### config.mk
export PLATFORM = sky130hd
export DESIGN_NAME = char_stream_tokenizer_flat
export DESIGN_NICKNAME = d
export VERILOG_FILES = /design/src/hdl/cst_pkg.sv /design/src/hdl/cst_ifs.sv /design/src/hdl/char_stream_tokenizer.sv /design/src/hdl/cst_lexer.sv /design/src/hdl/cst_tok_fifo.sv /design/src/flat_wrapper.sv
export VERILOG_INCLUDE_DIRS = /design/src /design/src/hdl
export SDC_FILE = /design/constraint.sdc
export NUM_CORES = 1
export LEC_CHECK = 0
export BUFFER_PORTS_ARGS = -buffer_cell sky130_fd_sc_hd__buf_2
export CAP_MARGIN = 40
export CORE_UTILIZATION = 30
export DETAILED_ROUTE_END_ITERATION = 10
export SLEW_MARGIN = 15
export SYNTH_ARGS = -nofsm -noshare
export SYNTH_HDL_FRONTEND = slang
export SYNTH_HIERARCHICAL = 1
export SYNTH_SLANG_ARGS = --single-unit
### constraint.sdc
create_clock -name clk -period 6.35 [get_ports clk]
set_input_delay 0 -clock clk [delete_from_list [all_inputs] [get_ports clk]]
set_output_delay 0 -clock clk [all_outputs]
set_load 0.1 [all_outputs]
### src/hdl/assert_macros.svh
// Assertion helpers shared by the RTL. Each one checks on the rising edge of
// the given clock and is switched off while the active-low reset is held.
`ifndef ASSERT_MACROS_SVH
`define ASSERT_MACROS_SVH

`ifndef SYNTHESIS

// Same-cycle implication.
`define CST_ASSERT_IMP(lbl, clk, rst_n, ante, cons) \
  lbl: assert property (@(posedge clk) disable iff (!rst_n) (ante) |-> (cons)) \
    else $error("assertion failed");

// Next-cycle implication.
`define CST_ASSERT_NXT(lbl, clk, rst_n, ante, cons) \
  lbl: assert property (@(posedge clk) disable iff (!rst_n) (ante) |=> (cons)) \
    else $error("assertion failed");

`else

`define CST_ASSERT_IMP(lbl, clk, rst_n, ante, cons)
`define CST_ASSERT_NXT(lbl, clk, rst_n, ante, cons)

`endif

`endif

### src/hdl/cst_pkg.sv
package cst_pkg;

  // Longest lexeme whose length is counted exactly.
  localparam int MAX_LEXEME_DEF = 1024;

  localparam int CH_W   = 8;
  localparam int KIND_W = 4;
  localparam int LINE_W = 20;
  localparam int KW_W   = 4;

  localparam logic [LINE_W-1:0] LINE_FIRST = LINE_W'(1);
  localparam logic [LINE_W-1:0] LINE_LAST  = '1;

  // Depth of the token queue in front of the result channel.
  localparam int FIFO_DEPTH = 4;

  // Character codes.
  localparam logic [CH_W-1:0] CH_LF    = 8'h0A;
  localparam logic [CH_W-1:0] CH_CR    = 8'h0D;
  localparam logic [CH_W-1:0] CH_TAB   = 8'h09;
  localparam logic [CH_W-1:0] CH_SPACE = 8'h20;
  localparam logic [CH_W-1:0] CH_UNDER = 8'h5F;

  // Keyword-match progress: characters of "print" or "let" matched so far.
  localparam logic [KW_W-1:0] KW_NONE  = 4'd0;
  localparam logic [KW_W-1:0] KW_P     = 4'd1;
  localparam logic [KW_W-1:0] KW_PR    = 4'd2;
  localparam logic [KW_W-1:0] KW_PRI   = 4'd3;
  localparam logic [KW_W-1:0] KW_PRIN  = 4'd4;
  localparam logic [KW_W-1:0] KW_PRINT = 4'd5;
  localparam logic [KW_W-1:0] KW_L     = 4'd6;
  localparam logic [KW_W-1:0] KW_LE    = 4'd7;
  localparam logic [KW_W-1:0] KW_LET   = 4'd8;

  typedef enum logic [KIND_W-1:0] {
    KIND_PLUS    = 4'd0,
    KIND_MINUS   = 4'd1,
    KIND_STAR    = 4'd2,
    KIND_SLASH   = 4'd3,
    KIND_LPAR    = 4'd4,
    KIND_RPAR    = 4'd5,
    KIND_SEMI    = 4'd6,
    KIND_EQUALS  = 4'd7,
    KIND_PERCENT = 4'd8,
    KIND_NUMBER  = 4'd9,
    KIND_IDENT   = 4'd10,
    KIND_PRINT   = 4'd11,
    KIND_LET     = 4'd12,
    KIND_END     = 4'd13,
    KIND_ERROR   = 4'd14
  } tok_kind_t;

  typedef enum logic [1:0] {
    MODE_IDLE = 2'd0,
    MODE_NUM  = 2'd1,
    MODE_WORD = 2'd2
  } word_mode_t;

  // Token fields whose widths do not depend on the lexeme limit.
  typedef struct packed {
    tok_kind_t         kind;
    logic [LINE_W-1:0] line;
    logic              too_long;
    logic              last;
  } tok_info_t;

  function automatic logic is_lower(input logic [CH_W-1:0] c);
    return (c >= 8'h61) && (c <= 8'h7A);
  endfunction

  function automatic logic is_upper(input logic [CH_W-1:0] c);
    return (c >= 8'h41) && (c <= 8'h5A);
  endfunction

  function automatic logic is_digit(input logic [CH_W-1:0] c);
    return (c >= 8'h30) && (c <= 8'h39);
  endfunction

  // One-character operators.
  function automatic logic is_op(input logic [CH_W-1:0] c);
    logic r;
    unique case (c)
      8'h2B, 8'h2D, 8'h2A, 8'h2F, 8'h28, 8'h29, 8'h3B, 8'h3D, 8'h25: r = 1'b1;
      default: r = 1'b0;
    endcase
    return r;
  endfunction

  function automatic tok_kind_t op_kind(input logic [CH_W-1:0] c);
    tok_kind_t k;
    unique case (c)
      8'h2B:   k = KIND_PLUS;
      8'h2D:   k = KIND_MINUS;
      8'h2A:   k = KIND_STAR;
      8'h2F:   k = KIND_SLASH;
      8'h28:   k = KIND_LPAR;
      8'h29:   k = KIND_RPAR;
      8'h3B:   k = KIND_SEMI;
      8'h3D:   k = KIND_EQUALS;
      8'h25:   k = KIND_PERCENT;
      default: k = KIND_ERROR;
    endcase
    return k;
  endfunction

  // Advance the keyword match by one character of the pending word.
  function automatic logic [KW_W-1:0] kw_next(input logic [KW_W-1:0] p,
                                              input logic [CH_W-1:0] c);
    logic [KW_W-1:0] r;
    unique case (p)
      KW_P:    r = (c == 8'h72) ? KW_PR    : KW_NONE;
      KW_PR:   r = (c == 8'h69) ? KW_PRI   : KW_NONE;
      KW_PRI:  r = (c == 8'h6E) ? KW_PRIN  : KW_NONE;
      KW_PRIN: r = (c == 8'h74) ? KW_PRINT : KW_NONE;
      KW_L:    r = (c == 8'h65) ? KW_LE    : KW_NONE;
      KW_LE:   r = (c == 8'h74) ? KW_LET   : KW_NONE;
      default: r = KW_NONE;
    endcase
    return r;
  endfunction

  // Keyword progress after the first character of a word.
  function automatic logic [KW_W-1:0] kw_first(input logic [CH_W-1:0] c);
    logic [KW_W-1:0] r;
    unique case (c)
      8'h70:   r = KW_P;
      8'h6C:   r = KW_L;
      default: r = KW_NONE;
    endcase
    return r;
  endfunction

endpackage

### src/hdl/cst_ifs.sv
// Character channel: one source byte or an end-of-input mark per beat.
interface cst_char_if
  import cst_pkg::*;
();
  logic            valid;
  logic            ready;
  logic [CH_W-1:0] ch;
  logic            end_of_input;

  modport source (output valid, ch, end_of_input, input ready);
  modport sink   (input valid, ch, end_of_input, output ready);
endinterface

// Token channel: one token per beat.
interface cst_tok_if
  import cst_pkg::*;
#(
  parameter int LEN_W = 11
) ();
  logic              valid;
  logic              ready;
  tok_kind_t         token_kind;
  logic [LINE_W-1:0] token_line;
  logic [LEN_W-1:0]  token_length;
  logic              too_long;
  logic              last_of_run;

  modport source (output valid, token_kind, token_line, token_length, too_long,
                  last_of_run, input ready);
  modport sink   (input valid, token_kind, token_line, token_length, too_long,
                  last_of_run, output ready);
endinterface

### src/hdl/char_stream_tokenizer.sv
// Channel   Dir  Beat contents
// in_chan   in   ch, end_of_input
// out_chan  out  token_kind, token_line, token_length, too_long, last_of_run
//
// A character beat is decoded in the cycle it is accepted and its tokens are
// registered in a four-entry token queue before they appear on out_chan.
// One beat is taken per cycle while the queue has room for two tokens; the queue
// drains one token per cycle with out_chan ready; two-token beats set the pace.
// Reset is synchronous and active low: line 1, no pending word, queue empty.
// A stalled result side fills the queue past two tokens and then holds off in_chan.
`include "assert_macros.svh"

module char_stream_tokenizer
  import cst_pkg::*;
#(
  parameter int MAX_LEXEME = MAX_LEXEME_DEF
) (
  input  logic      clk,
  input  logic      rst_n,
  cst_char_if.sink  in_chan,
  cst_tok_if.source out_chan
);

  localparam int LEN_W = $clog2(MAX_LEXEME + 1);
  localparam int CNT_W = $clog2(FIFO_DEPTH + 1);

  logic             accept;
  logic             room2;
  logic [1:0]       push_n;
  tok_info_t        tok0_info, tok1_info;
  logic [LEN_W-1:0] tok0_len, tok1_len;
  logic [CNT_W-1:0] fill;

  // A beat is taken only when both of its possible tokens fit.
  assign in_chan.ready = room2;
  assign accept        = in_chan.valid && room2;

  cst_lexer #(
    .MAX_LEXEME (MAX_LEXEME),
    .LEN_W      (LEN_W)
  ) u_lexer (
    .clk          (clk),
    .rst_n        (rst_n),
    .accept       (accept),
    .ch           (in_chan.ch),
    .end_of_input (in_chan.end_of_input),
    .push_n       (push_n),
    .tok0_info    (tok0_info),
    .tok0_len     (tok0_len),
    .tok1_info    (tok1_info),
    .tok1_len     (tok1_len)
  );

  cst_tok_fifo #(
    .LEN_W (LEN_W)
  ) u_fifo (
    .clk       (clk),
    .rst_n     (rst_n),
    .push_n    (push_n),
    .tok0_info (tok0_info),
    .tok0_len  (tok0_len),
    .tok1_info (tok1_info),
    .tok1_len  (tok1_len),
    .room2     (room2),
    .fill      (fill),
    .out_chan  (out_chan)
  );

  // Checks on the decode and the token queue.
  `CST_ASSERT_IMP(a_fill_bound, clk, rst_n, 1'b1, fill <= CNT_W'(FIFO_DEPTH))
  `CST_ASSERT_IMP(a_eoi_emits, clk, rst_n, accept && in_chan.end_of_input, push_n != 2'd0)
  `CST_ASSERT_IMP(a_pair_last, clk, rst_n, push_n == 2'd2, !tok0_info.last && tok1_info.last)
  `CST_ASSERT_NXT(a_push_shows, clk, rst_n, push_n != 2'd0, out_chan.valid)

endmodule

### src/hdl/cst_lexer.sv
// Lexer state and per-character decode. Produces zero, one or two tokens for
// each accepted beat; the state advances only when a beat is accepted.
module cst_lexer
  import cst_pkg::*;
#(
  parameter int MAX_LEXEME = MAX_LEXEME_DEF,
  parameter int LEN_W      = $clog2(MAX_LEXEME + 1)
) (
  input  logic             clk,
  input  logic             rst_n,
  input  logic             accept,
  input  logic [CH_W-1:0]  ch,
  input  logic             end_of_input,
  output logic [1:0]       push_n,
  output tok_info_t        tok0_info,
  output logic [LEN_W-1:0] tok0_len,
  output tok_info_t        tok1_info,
  output logic [LEN_W-1:0] tok1_len
);

  localparam logic [LEN_W-1:0] LEN_MAX = LEN_W'(MAX_LEXEME);
  localparam logic [LEN_W-1:0] LEN_ONE = LEN_W'(1);

  word_mode_t        mode_r, mode_nxt;
  logic              lower_r, lower_nxt;
  logic [KW_W-1:0]   kw_r, kw_nxt;
  logic [LEN_W-1:0]  cnt_r, cnt_nxt;
  logic              ovf_r, ovf_nxt;
  logic [LINE_W-1:0] line_r, line_nxt;

  logic              c_lo, c_up, c_dig, c_us, c_word;
  logic              pend;
  logic              fl_vld, sec_vld;
  tok_kind_t         fl_kind, sec_kind;
  logic [LEN_W-1:0]  sec_len;

  // Decode, state update and token selection.
  always_comb begin
    c_lo   = is_lower(ch);
    c_up   = is_upper(ch);
    c_dig  = is_digit(ch);
    c_us   = (ch == CH_UNDER);
    c_word = c_lo || c_up || c_dig || c_us;
    pend   = (mode_r != MODE_IDLE);

    // Kind of the pending word, were it flushed now.
    if (mode_r == MODE_NUM) begin
      fl_kind = KIND_NUMBER;
    end else if (lower_r && !ovf_r && (kw_r == KW_PRINT)) begin
      fl_kind = KIND_PRINT;
    end else if (lower_r && !ovf_r && (kw_r == KW_LET)) begin
      fl_kind = KIND_LET;
    end else begin
      fl_kind = KIND_IDENT;
    end

    mode_nxt  = mode_r;
    lower_nxt = lower_r;
    kw_nxt    = kw_r;
    cnt_nxt   = cnt_r;
    ovf_nxt   = ovf_r;
    line_nxt  = line_r;
    fl_vld    = 1'b0;
    sec_vld   = 1'b0;
    sec_kind  = KIND_ERROR;
    sec_len   = LEN_ONE;

    if (end_of_input) begin
      fl_vld    = pend;
      sec_vld   = 1'b1;
      sec_kind  = KIND_END;
      sec_len   = '0;
      mode_nxt  = MODE_IDLE;
      lower_nxt = 1'b1;
      kw_nxt    = KW_NONE;
      cnt_nxt   = '0;
      ovf_nxt   = 1'b0;
    end else if (((mode_r == MODE_NUM) && c_dig) || ((mode_r == MODE_WORD) && c_word)) begin
      // The pending lexeme grows by one character.
      if (cnt_r < LEN_MAX) begin
        cnt_nxt = cnt_r + LEN_ONE;
      end else begin
        ovf_nxt = 1'b1;
      end
      if (mode_r == MODE_WORD) begin
        if (!c_lo) begin
          lower_nxt = 1'b0;
        end
        kw_nxt = kw_next(kw_r, ch);
      end
    end else begin
      // Any pending lexeme ends here.
      fl_vld    = pend;
      mode_nxt  = MODE_IDLE;
      lower_nxt = 1'b1;
      kw_nxt    = KW_NONE;
      cnt_nxt   = '0;
      ovf_nxt   = 1'b0;
      priority if (ch == CH_LF) begin
        if (line_r != LINE_LAST) begin
          line_nxt = line_r + LINE_FIRST;
        end
      end else if ((ch == CH_SPACE) || (ch == CH_TAB) || (ch == CH_CR)) begin
        mode_nxt = MODE_IDLE;
      end else if (is_op(ch)) begin
        sec_vld  = 1'b1;
        sec_kind = op_kind(ch);
      end else if (c_dig) begin
        mode_nxt = MODE_NUM;
        cnt_nxt  = LEN_ONE;
      end else if (c_lo || c_up || c_us) begin
        mode_nxt  = MODE_WORD;
        cnt_nxt   = LEN_ONE;
        lower_nxt = c_lo;
        kw_nxt    = kw_first(ch);
      end else begin
        sec_vld  = 1'b1;
        sec_kind = KIND_ERROR;
      end
    end

    // Pack the tokens into the lower slots, flushed word first.
    tok0_info.line     = line_r;
    tok1_info.line     = line_r;
    tok1_info.kind     = sec_kind;
    tok1_info.too_long = 1'b0;
    tok1_info.last     = 1'b1;
    tok1_len           = sec_len;
    if (fl_vld) begin
      tok0_info.kind     = fl_kind;
      tok0_info.too_long = ovf_r;
      tok0_info.last     = !sec_vld;
      tok0_len           = cnt_r;
      push_n             = sec_vld ? 2'd2 : 2'd1;
    end else begin
      tok0_info.kind     = sec_kind;
      tok0_info.too_long = 1'b0;
      tok0_info.last     = 1'b1;
      tok0_len           = sec_len;
      push_n             = sec_vld ? 2'd1 : 2'd0;
    end
    if (!accept) begin
      push_n = 2'd0;
    end
  end

  // Lexer state registers.
  always_ff @(posedge clk) begin
    if (!rst_n) begin
      mode_r  <= MODE_IDLE;
      lower_r <= 1'b1;
      kw_r    <= KW_NONE;
      cnt_r   <= '0;
      ovf_r   <= 1'b0;
      line_r  <= LINE_FIRST;
    end else if (accept) begin
      mode_r  <= mode_nxt;
      lower_r <= lower_nxt;
      kw_r    <= kw_nxt;
      cnt_r   <= cnt_nxt;
      ovf_r   <= ovf_nxt;
      line_r  <= line_nxt;
    end
  end

endmodule

### src/hdl/cst_tok_fifo.sv
// Small token queue: takes up to two tokens per cycle, gives one per beat.
module cst_tok_fifo
  import cst_pkg::*;
#(
  parameter int LEN_W = 11
) (
  input  logic             clk,
  input  logic             rst_n,
  input  logic [1:0]       push_n,
  input  tok_info_t        tok0_info,
  input  logic [LEN_W-1:0] tok0_len,
  input  tok_info_t        tok1_info,
  input  logic [LEN_W-1:0] tok1_len,
  output logic             room2,
  output logic [$clog2(FIFO_DEPTH+1)-1:0] fill,
  cst_tok_if.source        out_chan
);

  localparam int PTR_W = $clog2(FIFO_DEPTH);
  localparam int CNT_W = $clog2(FIFO_DEPTH + 1);

  tok_info_t        info_q [FIFO_DEPTH];
  logic [LEN_W-1:0] len_q  [FIFO_DEPTH];
  logic [PTR_W-1:0] wr_r, wr_nxt, rd_r, rd_nxt;
  logic [CNT_W-1:0] cnt_r, cnt_nxt;
  logic [PTR_W-1:0] wr_p1;
  logic             pop;

  // Pointer and fill arithmetic.
  always_comb begin
    pop     = out_chan.valid && out_chan.ready;
    wr_p1   = wr_r + PTR_W'(1);
    wr_nxt  = wr_r + PTR_W'(push_n);
    rd_nxt  = pop ? (rd_r + PTR_W'(1)) : rd_r;
    cnt_nxt = cnt_r + CNT_W'(push_n) - CNT_W'(pop);
  end

  assign room2 = (cnt_r <= CNT_W'(FIFO_DEPTH - 2));
  assign fill  = cnt_r;

  always_ff @(posedge clk) begin
    if (!rst_n) begin
      wr_r  <= '0;
      rd_r  <= '0;
      cnt_r <= '0;
    end else begin
      wr_r  <= wr_nxt;
      rd_r  <= rd_nxt;
      cnt_r <= cnt_nxt;
    end
  end

  // Token storage.
  always_ff @(posedge clk) begin
    if (push_n != 2'd0) begin
      info_q[wr_r] <= tok0_info;
      len_q[wr_r]  <= tok0_len;
    end
    if (push_n == 2'd2) begin
      info_q[wr_p1] <= tok1_info;
      len_q[wr_p1]  <= tok1_len;
    end
  end

  // Head of the queue drives the result beat.
  assign out_chan.valid        = (cnt_r != '0);
  assign out_chan.token_kind   = info_q[rd_r].kind;
  assign out_chan.token_line   = info_q[rd_r].line;
  assign out_chan.too_long     = info_q[rd_r].too_long;
  assign out_chan.last_of_run  = info_q[rd_r].last;
  assign out_chan.token_length = len_q[rd_r];

endmodule
### src/flat_wrapper.sv
// flat-port wrapper written by rule: the top's interface ports become plain ports
module char_stream_tokenizer_flat import cst_pkg::*;
#(
  parameter int MAX_LEXEME = MAX_LEXEME_DEF
)
  (clk, rst_n, in_chan_valid, in_chan_ch, in_chan_end_of_input, in_chan_ready, out_chan_valid, out_chan_token_kind, out_chan_token_line, out_chan_token_length, out_chan_too_long, out_chan_last_of_run, out_chan_ready);
  cst_char_if in_chan_i ();
  cst_tok_if out_chan_i ();
  input  logic clk;
  input  logic rst_n;
  input wire logic [$bits(in_chan_i.valid)-1:0] in_chan_valid;
  input wire logic [$bits(in_chan_i.ch)-1:0] in_chan_ch;
  input wire logic [$bits(in_chan_i.end_of_input)-1:0] in_chan_end_of_input;
  output wire logic [$bits(in_chan_i.ready)-1:0] in_chan_ready;
  output wire logic [$bits(out_chan_i.valid)-1:0] out_chan_valid;
  output wire logic [$bits(out_chan_i.token_kind)-1:0] out_chan_token_kind;
  output wire logic [$bits(out_chan_i.token_line)-1:0] out_chan_token_line;
  output wire logic [$bits(out_chan_i.token_length)-1:0] out_chan_token_length;
  output wire logic [$bits(out_chan_i.too_long)-1:0] out_chan_too_long;
  output wire logic [$bits(out_chan_i.last_of_run)-1:0] out_chan_last_of_run;
  input wire logic [$bits(out_chan_i.ready)-1:0] out_chan_ready;
  assign in_chan_i.valid = in_chan_valid;
  assign in_chan_i.ch = in_chan_ch;
  assign in_chan_i.end_of_input = in_chan_end_of_input;
  assign in_chan_ready = in_chan_i.ready;
  assign out_chan_valid = out_chan_i.valid;
  assign out_chan_token_kind = out_chan_i.token_kind;
  assign out_chan_token_line = out_chan_i.token_line;
  assign out_chan_token_length = out_chan_i.token_length;
  assign out_chan_too_long = out_chan_i.too_long;
  assign out_chan_last_of_run = out_chan_i.last_of_run;
  assign out_chan_i.ready = out_chan_ready;
  char_stream_tokenizer #(.MAX_LEXEME(MAX_LEXEME)) u_core (.clk(clk), .rst_n(rst_n), .in_chan(in_chan_i), .out_chan(out_chan_i));
endmodule
==> results.yml, run 1 <==
outcome:
  status: "completed"
logic_synthesis:
  yosysMostFrequentCell: "edfxtp_1"
  async_flop_share_pct: 0
  synth-main-ff-cell: "edfxtp_1"
  syn_inst: 797
  synth_edf_count: 148
  ys_types: 79
  synth_area_per_cell_um2: 13.5
  ys_ff_latch: 196
  yosysTopAreaCellShare_pct: 41.2
  yosysTopAreaCell: "edfxtp_1"
  yosys_warnings: 6
  synth.area.top_cells: "edfxtp_1 (41%), mux2_2 (9.7%), dfxtp_1 (8.9%)"
  synth_area_mm2: 0.0108
  netlist_top_cells_count: "edfxtp_1 (148), mux2_2 (93), mux2_4 (49)"
  seq_area_frac_synth_pct: 50.1
clock_network:
  clkTransAtPathRegs_ns: 0.08
  cts.sinks: 196
  cts_buffers: 17
  cts_post_setup_buffers_inserted: 0
  clockBufferDepth: 2
  clockRootBuffer: "clkbuf_16"
  cts_tree: "built"
  cts_hold_buf: 2
  insertion_delay_ns: 0.44
  cts_resized: 0
  htreeDepth: 4
placement:
  hpwl_um: 14700
  gp_congestion: 0.840
  port_buffers: 51
  dpl_cell_area_mm2: 0.0113
  dpl_worst_slack_ns: 2.04
  placed_cells: 1257
power:
  irDropWorstVdd_mv: 0.226
  p_leak_nw: 4.10
  power_density_mw_per_mm2: 379
sta:
  fmax_mhz: 260
  slew_headroom_pct: 41.3
  worst_slew_pin_slew_ns: 0.878
  rsz0062_at_grt: "false"
  finalCritPeriodShare_pct: 60.6
  min_period_ns: 3.85
  fin_ws_ns: 2.50
  setup_viol: 0
  hold_violations: 0
  drv_slew: 0
  fin_worst_skew_ns: 0.0185
  fin_setup_tns_ns: 0
grt:
  antenna_found_initial: 1
  grt_max_degree: 39
  grt_pass1_vias: 6335
  grt_overflow: 0
  grt_usage_pct: 13.0
  grt_pass1_wl_um: 36300
detailed_routing:
  postRouteWirelength_um: 23000
  drc_errors: 0
  routed_via_density: 4.89
  final_antenna_net_count: 0
  dr.pass1.iters: 4
  wl_per_cell_um: 17.8
  drtIter0Drc: 440
  vias: 6323
final_layout:
  antennaDiodeCount: 0
  area_delta_synth_final_pct: 11.7
  post-route-util_pct: 33.9
  drive_above_1_share_pct: 35.8
  nets: 840
  fin_cells: 1293
  fin_area_mm2: 0.0120
floorplan:
  start_util_pct: 30.4
  die_w_um: 192
  core_mm2: 0.0355
  rows: 69
  die_height_um: 192
  die_area_mm2: 0.0367
  num_io_pins: 52
critical_path:
  crit_fanout: 38
  critPathLaunchType: "input port"
  critPathCaptureType: "flop"
  cp.arrival_ns: 3.92
  required_ns: 6.42
  path_class: "input port to flop"
run:
  maxCapViolCount: 0
worst_hold_path:
  hp-class: "input port to flop"
## final timing paths
kind / cells after the start / endpoint / slack [ns] / startpoint
worst max-delay path: 14 / u_core/u_fifo/info_q[2][20] / 2.50 / in_chan_ch[1]
worst min-delay path: 4 / u_core/u_lexer/cnt_r[0] / 0.1 / in_chan_end_of_input
worst max register to register: 8 / u_core/u_fifo/info_q[2][20] / 2.58 / u_core/u_fifo/fill[0]
worst min register to register: 1 / u_core/u_lexer/lower_r / 0.48 / u_core/u_lexer/lower_r
## cell type report
| cell class | instances | area (µm²) |
|---|---|---|
| flip-flops and latches | 196 | 5410 |
| clock inverters | 15 | 229 |
| repair buffers | 69 | 482 |
| clock buffers | 17 | 425 |
| well taps | 461 | 577 |
| inverters | 20 | 75.1 |
| fillers | 3441 | 23400 |
| multi-input cells | 515 | 4850 |
## critical path: stages
cell and delay [ns]:
buf_2 0.19, or4_4 0.56, o211ai_2 0.19, o211a_4 0.22, a211o_1 0.18, o21ai_1 0.10
inv_2 0.17, ha_1 0.17, inv_1 0.07, nor2_1 0.42, and4bb_2 0.32, buf_4 0.55
o21bai_4 0.24, buf_4 0.47
## through the flow
step	hold WS, ns	total power, mW
after floorplan	0.122	3.10
after global placement	0.395	3.40
after detailed placement	0.392	3.42
after CTS	0.0606	4.61
after global routing	0.136	4.74
final	0.0987	4.56
## state kept, by name, summed over array words and instances, names as in the netlist, named ones only
| signal | count |
|---|---|
| u_core/u_lexer/kw_r | 4 |
| u_core/u_fifo/len_q | 44 |
| u_core/u_fifo/wr_r | 2 |
| u_core/u_lexer/mode_r | 2 |
| u_core/u_fifo/info_q | 104 |
| u_core/u_lexer/ovf_r | 1 |
| u_core/u_fifo/fill | 3 |
| u_core/u_lexer/lower_r | 1 |
| u_core/u_lexer/cnt_r | 11 |
| u_core/u_lexer/line_r | 20 |
| u_core/u_fifo/rd_r | 2 |
## logic make-up (layout without fill, tap and decap cells)
logic type | after synthesis | in the layout | share of synthesized area [%]
fa+ha+maj | 8 | 8 | 0.998
simple gates | 197 | 197 | 10.4
other cells | 2 | 12 | 0.0697
flops | 196 | 196 | 50.1
mux | 192 | 192 | 25.6
compound gates | 94 | 94 | 5.85
xor+xnor | 12 | 12 | 1.23
buf+inv | 96 | 121 | 5.71
## placed cells by master, fill, tap and decap left out, types with 6 or more instances in the layout
| cell | synthesis | routed |
|---|---|---|
| inv_1 | 18 | 18 |
| and2_1 | 22 | 22 |
| o211ai_1 | 6 | 6 |
| dfxtp_1 | 48 | 46 |
| mux2_2 | 93 | 93 |
| nand2b_1 | 6 | 6 |
| ha_1 | 7 | 7 |
| nand4_1 | 9 | 9 |
| buf_4 | 34 | 10 |
| nand2_1 | 35 | 35 |
| and3_1 | 10 | 10 |
| edfxtp_1 | 148 | 148 |
| mux2_1 | 8 | 8 |
| buf_2 | 8 | 51 |
| clkbuf_16 | 0 | 18 |
| xnor2_1 | 6 | 6 |
| mux2_4 | 49 | 49 |
| nor2_1 | 29 | 28 |
| or3_1 | 11 | 11 |
| o21ai_0 | 16 | 16 |
| mux4_2 | 37 | 37 |
| o31ai_1 | 9 | 8 |
| conb_1 | 2 | 12 |
| nand3_1 | 24 | 24 |
| nor2b_1 | 13 | 12 |
| a21oi_1 | 29 | 29 |
## routing by layer
metal	up-vias	GRT usage [%]	wire (µm)
met5	-	0	12
met4	2	3.51	285
met3	18	2.59	748
met2	86	21.5	11000
met1	3145	17.2	10900
li1	3072	-	-
## power by group
group / switching, mW / leakage [nW] / internal, mW
sequential: 0.0667 / 1.75 / 1.56
combinational: 1.34 / 2.03 / 0.400
clock: 0.545 / 0.316 / 0.647
total: 1.95 / 4.10 / 2.61
No activity file was read; power rests on OpenSTA's default activity.
==> run 2: changes to the inputs <==
clock period = 3.9 ns   (was 6.35 ns; I/O delays follow)
==> run 2 against run 1 <==
Compared with the run above: flip-flop and latch count stayed put; first-iteration DRC count down 19%; non-clock buffer count is 11 higher; clock skew down 0.0073 ns; cell count grew 0.85%; sequential power grew 66%; via count increased by 0.47%; die area did not move; cell area grew 0.62%; clock power up 61%; critical path type unchanged.
==> results.yml, run 2 (synthesized netlist as in run 1, its figures left out) <==
power:
  irDropWorstVdd_mv: 0.382
  p_total_mw: 7.43
  p_leak_nw: 4.15
  p_sw_mw: 3.15
  combPwrFrac_pct: 37.9
  switching_share_pct: 42.4
  p_clk_share_pct: 25.8
  power_density_mw_per_mm2: 613
  power_frac_seq_pct: 36.4
  p_int_mw: 4.28
sta:
  slew_headroom_pct: 40.8
  fmax_mhz: 316
  min_period_ns: 3.17
  rsz0062_at_grt: "false"
  finalCritPeriodShare_pct: 81.2
  hold_violations: 0
  fin_ws_ns: 0.732
  drv_slew: 0
  fin_setup_tns_ns: 0
  worst_slew_pin_slew_ns: 0.886
  setup_viol: 0
  fin_worst_skew_ns: 0.0111
floorplan:
  die_height_um: 192
  core_mm2: 0.0355
  num_io_pins: 52
  rows: 69
  start_util_pct: 30.4
  die_area_mm2: 0.0367
  die_w_um: 192
detailed_routing:
  drc_errors: 0
  final_antenna_net_count: 0
  vias: 6353
  dr.pass1.iters: 5
  drtIter0Drc: 356
  routed_via_density: 4.87
  postRouteWirelength_um: 22900
  wl_per_cell_um: 17.6
final_layout:
  antennaDiodeCount: 0
  nFillCells: 3431
  regArea_mm2: 0.00541
  final_cell_mix: "edfxtp_1 (148), mux2_2 (93), buf_2 (51)"
  top_regs: "u_core/u_fifo/info_q x104, u_core/u_fifo/len_q x44, u_core/u_lexer/line_r x20"
  area_delta_synth_final_pct: 12.4
  largest_register: "u_core/u_fifo/info_q"
  nets: 851
  post-route-util_pct: 34.1
  multiInputGateArea_mm2: 0.00485
  fin_cells: 1304
  largest_reg_flops: 104
  drive_above_1_share_pct: 36.8
  layout_commonest_cell: "edfxtp_1"
clock_network:
  cts.sinks: 196
  cts_resized: 0
  cts_buffers: 17
  clockBufferDepth: 2
  cts_post_setup_buffers_inserted: 0
  clkTransAtPathRegs_ns: 0.07
  insertion_delay_ns: 0.43
  cts_tree: "built"
  clockRootBuffer: "clkbuf_16"
  htreeDepth: 4
critical_path:
  path_buf_inv: 4
  path_class: "input port to flop"
  path_cells: "buf_2 -> or4_4 -> o211ai_2 -> o211a_4 -> a211o_1 -> o21ai_1 -> inv_2 -> ha_1 -> and2_1 -> buf_4 -> and4bb_2 -> buf_12 -> mux2_2"
  crit_slowest_cell: "or4_4"
  critPathLaunchType: "input port"
  cp.arrival_ns: 3.35
  required_ns: 4.08
  critPathCaptureType: "flop"
  critPathTopFamily: "simple AND/OR/NAND/NOR gates"
  r2r_slack_ns: 0.90
  crit_fanout: 21
  critPathMaxStageDelay_ns: 0.57
grt:
  grt_pass1_wl_um: 36000
  antenna_found_initial: 0
  grt_pass1_vias: 6232
  grt_overflow: 0
  grt_max_degree: 26
  grt_usage_pct: 12.9
placement:
  dpl_worst_slack_ns: 0.284
  hpwl_um: 15200
  placed_cells: 1270
  gp_congestion: 0.781
  port_buffers: 51
worst_hold_path:
  hp-class: "input port to flop"
run:
  maxCapViolCount: 0
outcome:
  status: "completed"
==> run 2: cell types whose count changed in the layout (fill, tap and decap cells not counted) <==
cell | previous run | this run
a21oi_2 | 0 | 1
clkbuf_16 | 18 | 17
clkinv_8 | 3 | 2
a21oi_1 | 29 | 28
buf_8 | 0 | 2
clkdlybuf4s15_2 | 1 | 0
buf_16 | 2 | 0
buf_12 | 2 | 5
inv_8 | 5 | 7
buf_4 | 10 | 20
inv_6 | 2 | 1
==> run 2: cell type report <==
| class | instances | share of cell area, % |
|---|---|---|
| clock buffers | 17 | 3.51 |
| multi-input cells | 515 | 40.0 |
| inverters | 20 | 0.620 |
| clock inverters | 15 | 1.87 |
| repair buffers | 80 | 4.58 |
| well taps | 461 | 4.76 |
| flip-flops and latches | 196 | 44.6 |
==> run 2: worst paths after layout <==
kind / from / endpoint / cells after the start
worst max-delay path: in_chan_ch[1] / u_core/u_fifo/len_q[3][10] / 13
worst min-delay path: in_chan_end_of_input / u_core/u_lexer/cnt_r[0] / 4
worst max register to register: u_core/u_lexer/mode_r[0] / u_core/u_fifo/len_q[3][10] / 9
worst min register to register: u_core/u_lexer/lower_r / u_core/u_lexer/lower_r / 1
==> run 2: per-layer routing <==
| layer | global-route usage, % | part of all wire, % | wire, µm |
|---|---|---|---|
| met5 | 0 | 0 | 0 |
| met4 | 2.72 | 0.80 | 182 |
| met3 | 2.35 | 3.3 | 764 |
| met2 | 21.8 | 49 | 11100 |
| met1 | 17.1 | 47 | 10800 |
==> run 2: power by group through the flow <==
| stage | registers, mW | logic (mW) | clock network (mW) |
|---|---|---|---|
| global route | 2.74 | 2.94 | 2.02 |
| floorplan | 2.65 | 2.41 | 0 |
| global placement | 2.75 | 2.83 | 0 |
| CTS | 2.71 | 2.86 | 1.96 |
| detailed placement | 2.76 | 2.85 | 0 |
| finish | 2.70 | 2.81 | 1.92 |
==> run 2: worst min-delay path, cell delays in order <==
cell     delay (ns)
buf_2          0.18
a21oi_1        0.10
a21oi_1        0.13
nor3_1         0.06
==> run 2: stage by stage <==
step	cell area (µm²)	hold slack, ns
CTS	12100	0.0756
finish	12100	0.0903
global route	12100	0.0899
detailed placement	11400	0.370
floorplan	10800	0.122
global placement	11400	0.413
==> run 2: repair_timing <==
| action | CTS | global route |
|---|---|---|
| endpoints found under the hold margin | 6 | 0 |
| endpoints found under the setup margin | 0 | 0 |
| hold buffers | 2 | 0 |
